[src/rtl/ipv4p_pkg.sv]
package ipv4p_pkg;

    localparam int unsigned ChWidth   = 8;
    localparam int unsigned PartWidth = 8;
    localparam int unsigned NumParts  = 4;
    localparam int unsigned AddrWidth = PartWidth * NumParts;
    localparam int unsigned DotWidth  = 3;

    localparam logic [ChWidth-1:0] CH_NUL   = 8'h00;
    localparam logic [ChWidth-1:0] CH_ZERO  = 8'h30;   // '0'
    localparam logic [ChWidth-1:0] CH_NINE  = 8'h39;   // '9'
    localparam logic [ChWidth-1:0] CH_DOT   = 8'h2E;   // '.'

    localparam logic [DotWidth-1:0] DOTS_ONE   = 3'd1;
    localparam logic [DotWidth-1:0] DOTS_TWO   = 3'd2;
    localparam logic [DotWidth-1:0] DOTS_THREE = 3'd3;

    localparam logic STATUS_OK  = 1'b0;
    localparam logic STATUS_BAD = 1'b1;

    typedef logic [PartWidth-1:0] t_part;

    typedef struct packed {
        logic                 status;
        logic [AddrWidth-1:0] address;
    } t_result;

endpackage

[src/rtl/ipv4p_core.sv]
module ipv4p_core (
    input  logic                         i_clk,
    input  logic                         i_rst_n,
    input  logic                         i_valid,
    input  logic [ipv4p_pkg::ChWidth-1:0] i_ch,
    output logic                         o_res_valid,
    output ipv4p_pkg::t_result           o_res
);
    import ipv4p_pkg::*;

    t_part                r_part [NumParts];
    t_part                n_part [NumParts];
    logic [DotWidth-1:0]  r_dots, n_dots;
    logic                 r_bad, n_bad;

    logic                 is_nul, is_dec, is_dot;
    logic [1:0]           idx;
    t_part                digit, cur, scaled;

    assign is_nul   = (i_ch == CH_NUL);
    assign is_dec   = (i_ch >= CH_ZERO) && (i_ch <= CH_NINE);
    assign is_dot   = (i_ch == CH_DOT);
    assign idx      = r_dots[1:0];
    assign digit    = i_ch - CH_ZERO;
    assign cur      = r_part[idx];
    // part * 10 + digit, wrapping at 256
    assign scaled   = (cur << 3) + (cur << 1) + digit;

    always_comb begin
        for (int i = 0; i < NumParts; i++) begin
            n_part[i] = r_part[i];
        end
        n_dots      = r_dots;
        n_bad       = r_bad;
        o_res_valid = 1'b0;
        o_res       = '{status: STATUS_BAD, address: '0};

        if (i_valid) begin
            if (is_nul) begin
                o_res_valid = 1'b1;
                if (!r_bad) begin
                    if (r_dots == DOTS_THREE) begin
                        o_res = '{status: STATUS_OK,
                                  address: {r_part[3], r_part[2], r_part[1], r_part[0]}};
                    end else if (r_dots == DOTS_TWO) begin
                        o_res = '{status: STATUS_OK,
                                  address: {r_part[2], {PartWidth{1'b0}},
                                            r_part[1], r_part[0]}};
                    end else if (r_dots == DOTS_ONE) begin
                        o_res = '{status: STATUS_OK,
                                  address: {r_part[1], {(2*PartWidth){1'b0}}, r_part[0]}};
                    end
                end
                // clear for the next string
                for (int i = 0; i < NumParts; i++) begin
                    n_part[i] = '0;
                end
                n_dots = '0;
                n_bad  = 1'b0;
            end else if (!r_bad) begin
                if (is_dec) begin
                    n_part[idx] = scaled;
                end else if (is_dot) begin
                    if (r_dots >= DOTS_THREE) begin
                        n_bad = 1'b1;
                    end else begin
                        n_dots = r_dots + DOTS_ONE;
                    end
                end else begin
                    n_bad = 1'b1;
                end
            end
        end
    end

    always_ff @(posedge i_clk) begin
        if (!i_rst_n) begin
            for (int i = 0; i < NumParts; i++) begin
                r_part[i] <= '0;
            end
            r_dots <= '0;
            r_bad  <= 1'b0;
        end else begin
            for (int i = 0; i < NumParts; i++) begin
                r_part[i] <= n_part[i];
            end
            r_dots <= n_dots;
            r_bad  <= n_bad;
        end
    end

endmodule

[src/rtl/ipv4_dotted_text_parser_top.sv]
// A zero byte passes the input register; its result is held in the result or skid word.
// Throughput: one byte per cycle; the slave side stalls only while a result waits in the
// skid word or a terminator in the input register is about to spill into it.
// The rate is set by the combinational part update (multiply by ten and add) in ipv4p_core.
// Reset (i_rst_n, synchronous, active low) clears the parts, dot count, error flag
// and all valid flags; the result and skid words hold their payload without reset.
module ipv4_dotted_text_parser_top (
    input  logic                               i_clk,
    input  logic                               i_rst_n,
    // slave side: text bytes
    input  logic                               i_s_tvalid,
    output logic                               o_s_tready,
    input  logic [ipv4p_pkg::ChWidth-1:0]      i_s_tdata,   // [7:0] ch
    // master side: parsed addresses
    output logic                               o_m_tvalid,
    input  logic                               i_m_tready,
    output logic [ipv4p_pkg::AddrWidth-1:0]    o_m_tdata,   // [31:0] address
    output logic [0:0]                         o_m_tuser    // [0] status
);
    import ipv4p_pkg::*;

    // input register
    logic               r_in_valid;
    logic [ChWidth-1:0] r_in_ch;

    // result register and one-word skid behind it
    logic               r_out_valid;
    t_result            r_out;
    logic               r_sk_valid;
    t_result            r_sk;

    logic               res_valid;
    t_result            res;
    logic               out_free;
    logic               pending_to_skid;

    ipv4p_core u_core (
        .i_clk       (i_clk),
        .i_rst_n     (i_rst_n),
        .i_valid     (r_in_valid),
        .i_ch        (r_in_ch),
        .o_res_valid (res_valid),
        .o_res       (res)
    );

    // The result word is free when empty or being taken this cycle.
    assign out_free = !r_out_valid || i_m_tready;

    // A terminator sitting in the input register that will spill into the skid.
    assign pending_to_skid = r_in_valid && (r_in_ch == CH_NUL) && !out_free;

    // Take a new byte only when the skid is empty and no terminator is about to spill
    // into it, so the skid has room for whatever the new byte produces.
    assign o_s_tready = !r_sk_valid && !pending_to_skid;

    always_ff @(posedge i_clk) begin
        if (!i_rst_n) begin
            r_in_valid <= 1'b0;
        end else begin
            r_in_valid <= i_s_tvalid && o_s_tready;
        end
    end

    always_ff @(posedge i_clk) begin
        if (i_s_tvalid && o_s_tready) begin
            r_in_ch <= i_s_tdata;
        end
    end

    // Output side: advance the skid into the result word when it frees up,
    // then park any fresh result in whichever word is left.
    always_ff @(posedge i_clk) begin
        if (!i_rst_n) begin
            r_out_valid <= 1'b0;
            r_sk_valid  <= 1'b0;
        end else if (out_free) begin
            if (r_sk_valid) begin
                r_out_valid <= 1'b1;
                r_sk_valid  <= res_valid;
            end else begin
                r_out_valid <= res_valid;
            end
        end else if (res_valid) begin
            r_sk_valid <= 1'b1;
        end
    end

    always_ff @(posedge i_clk) begin
        if (out_free) begin
            if (r_sk_valid) begin
                r_out <= r_sk;
                if (res_valid) begin
                    r_sk <= res;
                end
            end else if (res_valid) begin
                r_out <= res;
            end
        end else if (res_valid) begin
            r_sk <= res;
        end
    end

    assign o_m_tvalid   = r_out_valid;
    assign o_m_tdata    = r_out.address;
    assign o_m_tuser[0] = r_out.status;

endmodule
[config.mk]
export PLATFORM = sky130hd
export DESIGN_NAME = ipv4_dotted_text_parser_top
export DESIGN_NICKNAME = d
export VERILOG_FILES = /design/src/rtl/ipv4p_pkg.sv /design/src/rtl/ipv4p_core.sv /design/src/rtl/ipv4_dotted_text_parser_top.sv
export SDC_FILE = /design/constraint.sdc
export NUM_CORES = 1
export LEC_CHECK = 0
export BUFFER_PORTS_ARGS = -buffer_cell sky130_fd_sc_hd__buf_2
export CORE_MARGIN = 3
export CORE_UTILIZATION = 55
export DETAILED_ROUTE_END_ITERATION = 8
export HOLD_SLACK_MARGIN = 0.12
export PLACE_DENSITY = 0.8
export SYNTH_ARGS = -nofsm -noshare
export SYNTH_HDL_FRONTEND = slang
export SYNTH_SLANG_ARGS = --single-unit
[constraint.sdc]
create_clock -name i_clk -period 10.1 [get_ports i_clk]
set_clock_uncertainty 0.2 [all_clocks]
set_input_delay 1.515 -clock i_clk [delete_from_list [all_inputs] [get_ports i_clk]]
set_output_delay 1.515 -clock i_clk [all_outputs]
set_load 0.01 [all_outputs]
==> results of run 1 <==
==> final timing paths <==
kind                            cells past startpoint                                to                              from  slack, ns
worst max-delay path                                5                        o_s_tready                        i_m_tready       6.04
worst min-delay path                                2  u_core.r_part[3][7]$_SDFFE_PN0P_  u_core.r_part[3][7]$_SDFFE_PN0P_       0.29
worst max register to register                     12  u_core.r_part[1][7]$_SDFFE_PN0P_                         flip-flop       6.16
worst min register to register                      2  u_core.r_part[3][7]$_SDFFE_PN0P_  u_core.r_part[3][7]$_SDFFE_PN0P_       0.29
==> layout make-up <==
type	count	share of cell area [%]
clock buffers	17	6.66
multi-input cells	263	34.3
flip-flops and latches	115	48.9
clock inverters	15	2.13
well taps	129	2.60
inverters	23	1.39
repair buffers	48	3.94
==> state kept, by name, summed over array words and instances (netlist names), named ones only <==
name and cells:
r_sk_valid 1, r_in_ch 8, u_core.r_part 32, o_m_tvalid 1, u_core.r_bad 1, u_core.r_dots 3, o_m_tuser 1, o_m_tdata 32
r_in_valid 1, r_sk 33
==> cells in the final DEF, fill, tap and decap left out, types with 18 or more instances in the layout <==
cell	instances
edfxtp_1	74
buf_2	46
dfxtp_1	41
nor2b_1	30
a22oi_1	28
mux2_2	24
inv_1	22
and2_1	21
a21oi_1	20
nor2_1	18
==> cells by family (layout without fill, tap and decap cells) <==
logic type | count (synthesis) | after routing
muxes | 32 | 32
AOI/OAI and AO/OA | 74 | 74
xor gates and xnor gates | 5 | 5
DFF | 115 | 115
and+or+nand+nor | 131 | 131
adders and majority gates | 21 | 21
buffers and inverters | 46 | 103
==> per-stage QoR <==
stage          std cells  total power, mW  hold slack, ns  cell area [um^2]  setup WS (ns)
2_1_floorplan        424            0.535           0.247              5370           6.25
3_3_place_gp         578            0.545           0.269              5670           6.09
3_5_place_dp         578            0.546           0.276              5670           6.03
4_1_cts              610             1.09           0.286              6220           6.03
5_1_grt              610             1.12           0.301              6220           5.97
6_report             610             1.09           0.287              6220           6.04
==> routing by layer <==
metal  up-vias  global-route usage, %  wire length (um)  part of all wire [%]
li1       1639                      -                 -                     -
met1      1750                   27.4              4780                    42
met2       148                   35.1              5520                    49
met3        33                   4.63               622                   5.5
met4         0                   10.4               417                   3.7
met5         -                      0                 0                     0
==> worst max-delay path: cells and delay by family <==
kind          cells  cell delay (ns)
simple gates      3             0.57
buf+inv           2             0.26
==> report_power, final <==
| group | total (mW) | leakage, nW | switching [mW] | internal (mW) |
|---|---|---|---|---|
| clock network | 0.552 | 0.261 | 0.225 | 0.327 |
| registers | 0.504 | 0.944 | 0.00447 | 0.499 |
| logic | 0.0324 | 1.05 | 0.0176 | 0.0149 |
==> results.json, run 1 <==
{
  "outcome": "completed",
  "grt_max_degree": 41,
  "post-route-util_pct": 66.3,
  "setup_tns_ns": 0,
  "yosysWarnings": 0,
  "worstMarginPinSlew_ns": 1.12,
  "cp.arrival_ns": 2.35,
  "synthSimpleGateAreaFrac_pct": 14.8,
  "io_buffers": 46,
  "drc": 0,
  "area_growth_pct": 15.8,
  "startpoint_type": "primary input",
  "hold_viol_final": 0,
  "final_max_slew_viol_count": 0,
  "clock_sinks": 115,
  "vdd_drop_max_mv": 0.0944,
  "ys_ff_latch": 115,
  "clockRootBuffer": "clkbuf_8",
  "synth_top_family_by_area": "simple AND/OR/NAND/NOR gates",
  "synthXorXnorAreaFrac_pct": 1.33,
  "grt_pass1_wl_um": 18300,
  "seq_area_frac_synth_pct": 56.7,
  "synth_mux_area_share_pct": 8.51,
  "timing.final.crit_period_ns": 4.06,
  "synth-compound-area-share_pct": 9.32,
  "grt_use_total_pct": 21.5,
  "numCtsBuffers": 17,
  "power_density_nw_per_um2": 175,
  "firstDrtPassIters": 4,
  "cp_common_cell": "buf_2",
  "cts_buffer_depth": 2,
  "synth_area_leaders": "edfxtp_1 41%, dfxtp_1 15%, mux2_2 5.0%",
  "cts_tree": "yes",
  "num_antenna_cells": 0,
  "ant_nets": 0,
  "start_util_pct": 57.3,
  "hold_path_class": "flip-flop to flip-flop",
  "synth_common_cells": "74 x edfxtp_1, 41 x dfxtp_1, 30 x nor2b_1",
  "wire_per_inst_um": 18.6,
  "drt_first_iter_violations": 248,
  "core_region_area_um2": 9370,
  "vias_per_cell": 5.85,
  "antenna_found_initial": 0,
  "relSlewSlack_pct": 25.1,
  "multi_input_area_um2": 2130,
  "synthFlopType": "edfxtp_1",
  "crit_path_max_incr_delay_ns": 0.30,
  "grt_pass1_vias": 3541,
  "dieArea_um2": 11000,
  "rows": 35,
  "crit_chain": "buf_2 > nor2b_1 > and2_1 > nor2_1 > buf_2",
  "ioPinCount": 47,
  "vias": 3570,
  "synth_fa_ha_area_share_pct": 5.59,
  "gp_congestion": 0.952,
  "finalSetupViolCount": 0,
  "synth_cell_types": 49,
  "nFillCells": 718,
  "netlist.area_leader.share_pct": 41.4,
  "netlist_area_um2": 5370,
  "finalWirelength_um": 11300,
  "seqCellArea_um2": 3040,
  "synth_edf_count": 74,
  "cp-end-kind": "output port",
  "max_freq_ghz": 0.246,
  "avgSynthCellArea_um2": 12.7,
  "post_cts_resized": 0,
  "max-cap-violations": 0,
  "yosysTopAreaCell": "edfxtp_1",
  "slowest_stage": "nor2b_1",
  "die_h_um": 105,
  "finalCritPeriodShare_pct": 40.2,
  "drive_above_1_share_pct": 24.7,
  "grt.overflow.total": 0,
  "required_ns": 8.39,
  "htreeDepth": 4,
  "rsz0062_at_grt": "false",
  "crit_type": "primary input to output port",
  "layout.nets": 501,
  "worstPathMaxFanout": 4,
  "die_w_um": 105,
  "synth_cells": 424,
  "hpwl_um": 7550,
  "async_flop_share_pct": 0,
  "cts.clk_slew.worst_paths_ns": 0.06,
  "power.leakage_nw": 2.25,
  "synth_nets": 457,
  "worstSkewPairLatency_ns": 0.52,
  "post_cts_buffers": 0,
  "yosysMostFrequentCell": "edfxtp_1",
  "cts_hold_buf": 0
}
(Power assumes the default switching activity.)
==> inputs of run 2 (changes only) <==
==> constraint.sdc (replaced) <==
create_clock -name i_clk -period 3.95 [get_ports i_clk]
set_clock_uncertainty 0.2 [all_clocks]
set_input_delay 0.5925 -clock i_clk [delete_from_list [all_inputs] [get_ports i_clk]]
set_output_delay 0.5925 -clock i_clk [all_outputs]
set_load 0.01 [all_outputs]
==> results.json, run 2 (same netlist as run 1, synthesis figures left out) <==
{
  "grt_pass1_vias": 3626,
  "nFillCells": 705,
  "cp.arrival_ns": 4.01,
  "required_ns": 4.19,
  "start_util_pct": 57.3,
  "finalCritPeriodShare_pct": 95.4,
  "worstMarginPinSlew_ns": 0.823,
  "grt.overflow.total": 0,
  "numCtsBuffers": 17,
  "power.leakage_nw": 2.31,
  "outcome": "completed",
  "fin_cells": 621,
  "min_to": "u_core.r_part[3][7]$_SDFFE_PN0P_",
  "die_h_um": 105,
  "grt_max_degree": 41,
  "finalWirelength_um": 11700,
  "drive_above_1_share_pct": 25.0,
  "clockRootBuffer": "clkbuf_8",
  "finalSetupViolCount": 0,
  "vias_per_cell": 5.79,
  "placed_cell_area_um2": 5690,
  "startpoint_type": "flip-flop",
  "crit_path_max_incr_delay_ns": 0.63,
  "die_w_um": 105,
  "cts_tree": "yes",
  "placedCellCount": 581,
  "path_buf_inv": 2,
  "clock_sinks": 115,
  "worstSkewPairLatency_ns": 0.52,
  "post_cts_buffers": 0,
  "antenna_found_initial": 0,
  "rows": 35,
  "ant_nets": 0,
  "setup_tns_ns": 0,
  "dieArea_um2": 11000,
  "relSlewSlack_pct": 44.8,
  "path_depth": 12,
  "layout_commonest_cell": "edfxtp_1",
  "crit_chain": "mux4_1 > inv_1 > fa_1 > inv_1 > ha_1 > ha_1 > fa_1 > a21o_1 > a21oi_2 > xnor3_1 > nand2b_4 > o21ai_2",
  "hpwl_um": 7800,
  "area_growth_pct": 18.3,
  "ioPinCount": 47,
  "drc": 0,
  "min_from": "u_core.r_part[3][7]$_SDFFE_PN0P_",
  "cp-end-kind": "flip-flop",
  "io_buffers": 46,
  "hold_path_class": "flip-flop to flip-flop",
  "layout.nets": 512,
  "vdd_drop_max_mv": 0.234,
  "crit_type": "flip-flop to flip-flop",
  "drt_first_iter_violations": 209,
  "worstRegToRegCells": 12,
  "ff2ff_setup_slack_ns": 0.18,
  "final_max_slew_viol_count": 0,
  "power_density_nw_per_um2": 447,
  "final_cell_mix": "74 x edfxtp_1, 46 x buf_2, 40 x dfxtp_1",
  "worstPathMaxFanout": 5,
  "crit_family": "adder cells",
  "vias": 3596,
  "r2r-end": "u_core.r_part[2][7]$_SDFFE_PN0P_",
  "max-cap-violations": 0,
  "grt_pass1_wl_um": 18900,
  "whs_ns": 0.285,
  "firstDrtPassIters": 6,
  "holdPathStages": 2,
  "gp_congestion": 0.936,
  "cts_buffer_depth": 2,
  "regMostFlops": "r_sk",
  "core_region_area_um2": 9370,
  "timing.final.crit_period_ns": 3.77,
  "fin_area_um2": 6350,
  "cts.clk_slew.worst_paths_ns": 0.06,
  "pre_cts_ws_ns": 0.0975,
  "largest_reg_flops": 33,
  "timing.final.ws_setup_ns": 0.183,
  "slowest_stage": "mux4_1",
  "htreeDepth": 4,
  "max_freq_ghz": 0.265,
  "num_antenna_cells": 0,
  "wire_per_inst_um": 18.9,
  "hold_viol_final": 0,
  "grt_use_total_pct": 22.3,
  "rsz0062_at_grt": "false"
}
==> run 2: cell count changes in the layout (fill, tap and decap cells not counted), sizes merged <==
cell	delta
dlygate4sd3	+8
buf	+3
bufinv	+1
clkinv	-1
clkinvlp	+1
inv	-1
==> run 2: stage by stage <==
stage / power (mW) / util [%]
5_1_grt: 2.93 / 67.8
6_report: 2.84 / 67.8
2_1_floorplan: 1.37 / -
3_5_place_dp: 1.40 / 60.7
3_3_place_gp: 1.39 / 60.7
4_1_cts: 2.85 / 67.7
==> run 2: metal layers <==
layer,global-route usage (%),wire length [um]
met2,37.6,5900
met1,27.9,4870
met4,9.37,357
met3,4.76,599
met5,0,0
==> run 2: final cells by class <==
type,instances,area [um^2],share of cell area (%)
clock inverters,15,159,2.50
clock buffers,17,414,6.52
repair buffers,59,348,5.48
well taps,129,161,2.54
inverters,23,86.3,1.36
flip-flops and latches,115,3040,47.9
multi-input cells,263,2140,33.7
==> run 2: worst max-delay path by stage <==
stage / start / to / slack, ns
3_5_place_dp: flip-flop / u_core.r_part[2][7]$_SDFFE_PN0P_ / 0.1
5_1_grt: flip-flop / u_core.r_part[2][7]$_SDFFE_PN0P_ / 0.05
4_1_cts: flip-flop / u_core.r_part[2][7]$_SDFFE_PN0P_ / 0.07
6_report: flip-flop / u_core.r_part[2][7]$_SDFFE_PN0P_ / 0.18
2_1_floorplan: flip-flop / u_core.r_part[0][7]$_SDFFE_PN0P_ / 0.30
3_3_place_gp: flip-flop / u_core.r_part[0][7]$_SDFFE_PN0P_ / 0.17
==> run 2: tightest hold or removal path: cells and delay by family, from the launching register on <==
kind / cells / cell delay [ns]
AO/OA/AOI/OAI: 1 / 0.05
flip-flops: 1 / 0.32
AND/OR/NAND/NOR: 1 / 0.08
==> run 2: repair_timing <==
action,in CTS,in global routing
hold endpoints to repair,8,0
hold buffers,8,0
gates resized for setup,0,2
setup endpoints to repair,0,4
==> run 2: where the power goes <==
group,internal [mW],switching (mW)
Sequential,1.28,0.0119
Combinational,0.0437,0.0467
Clock,0.900,0.561
Total,2.22,0.620
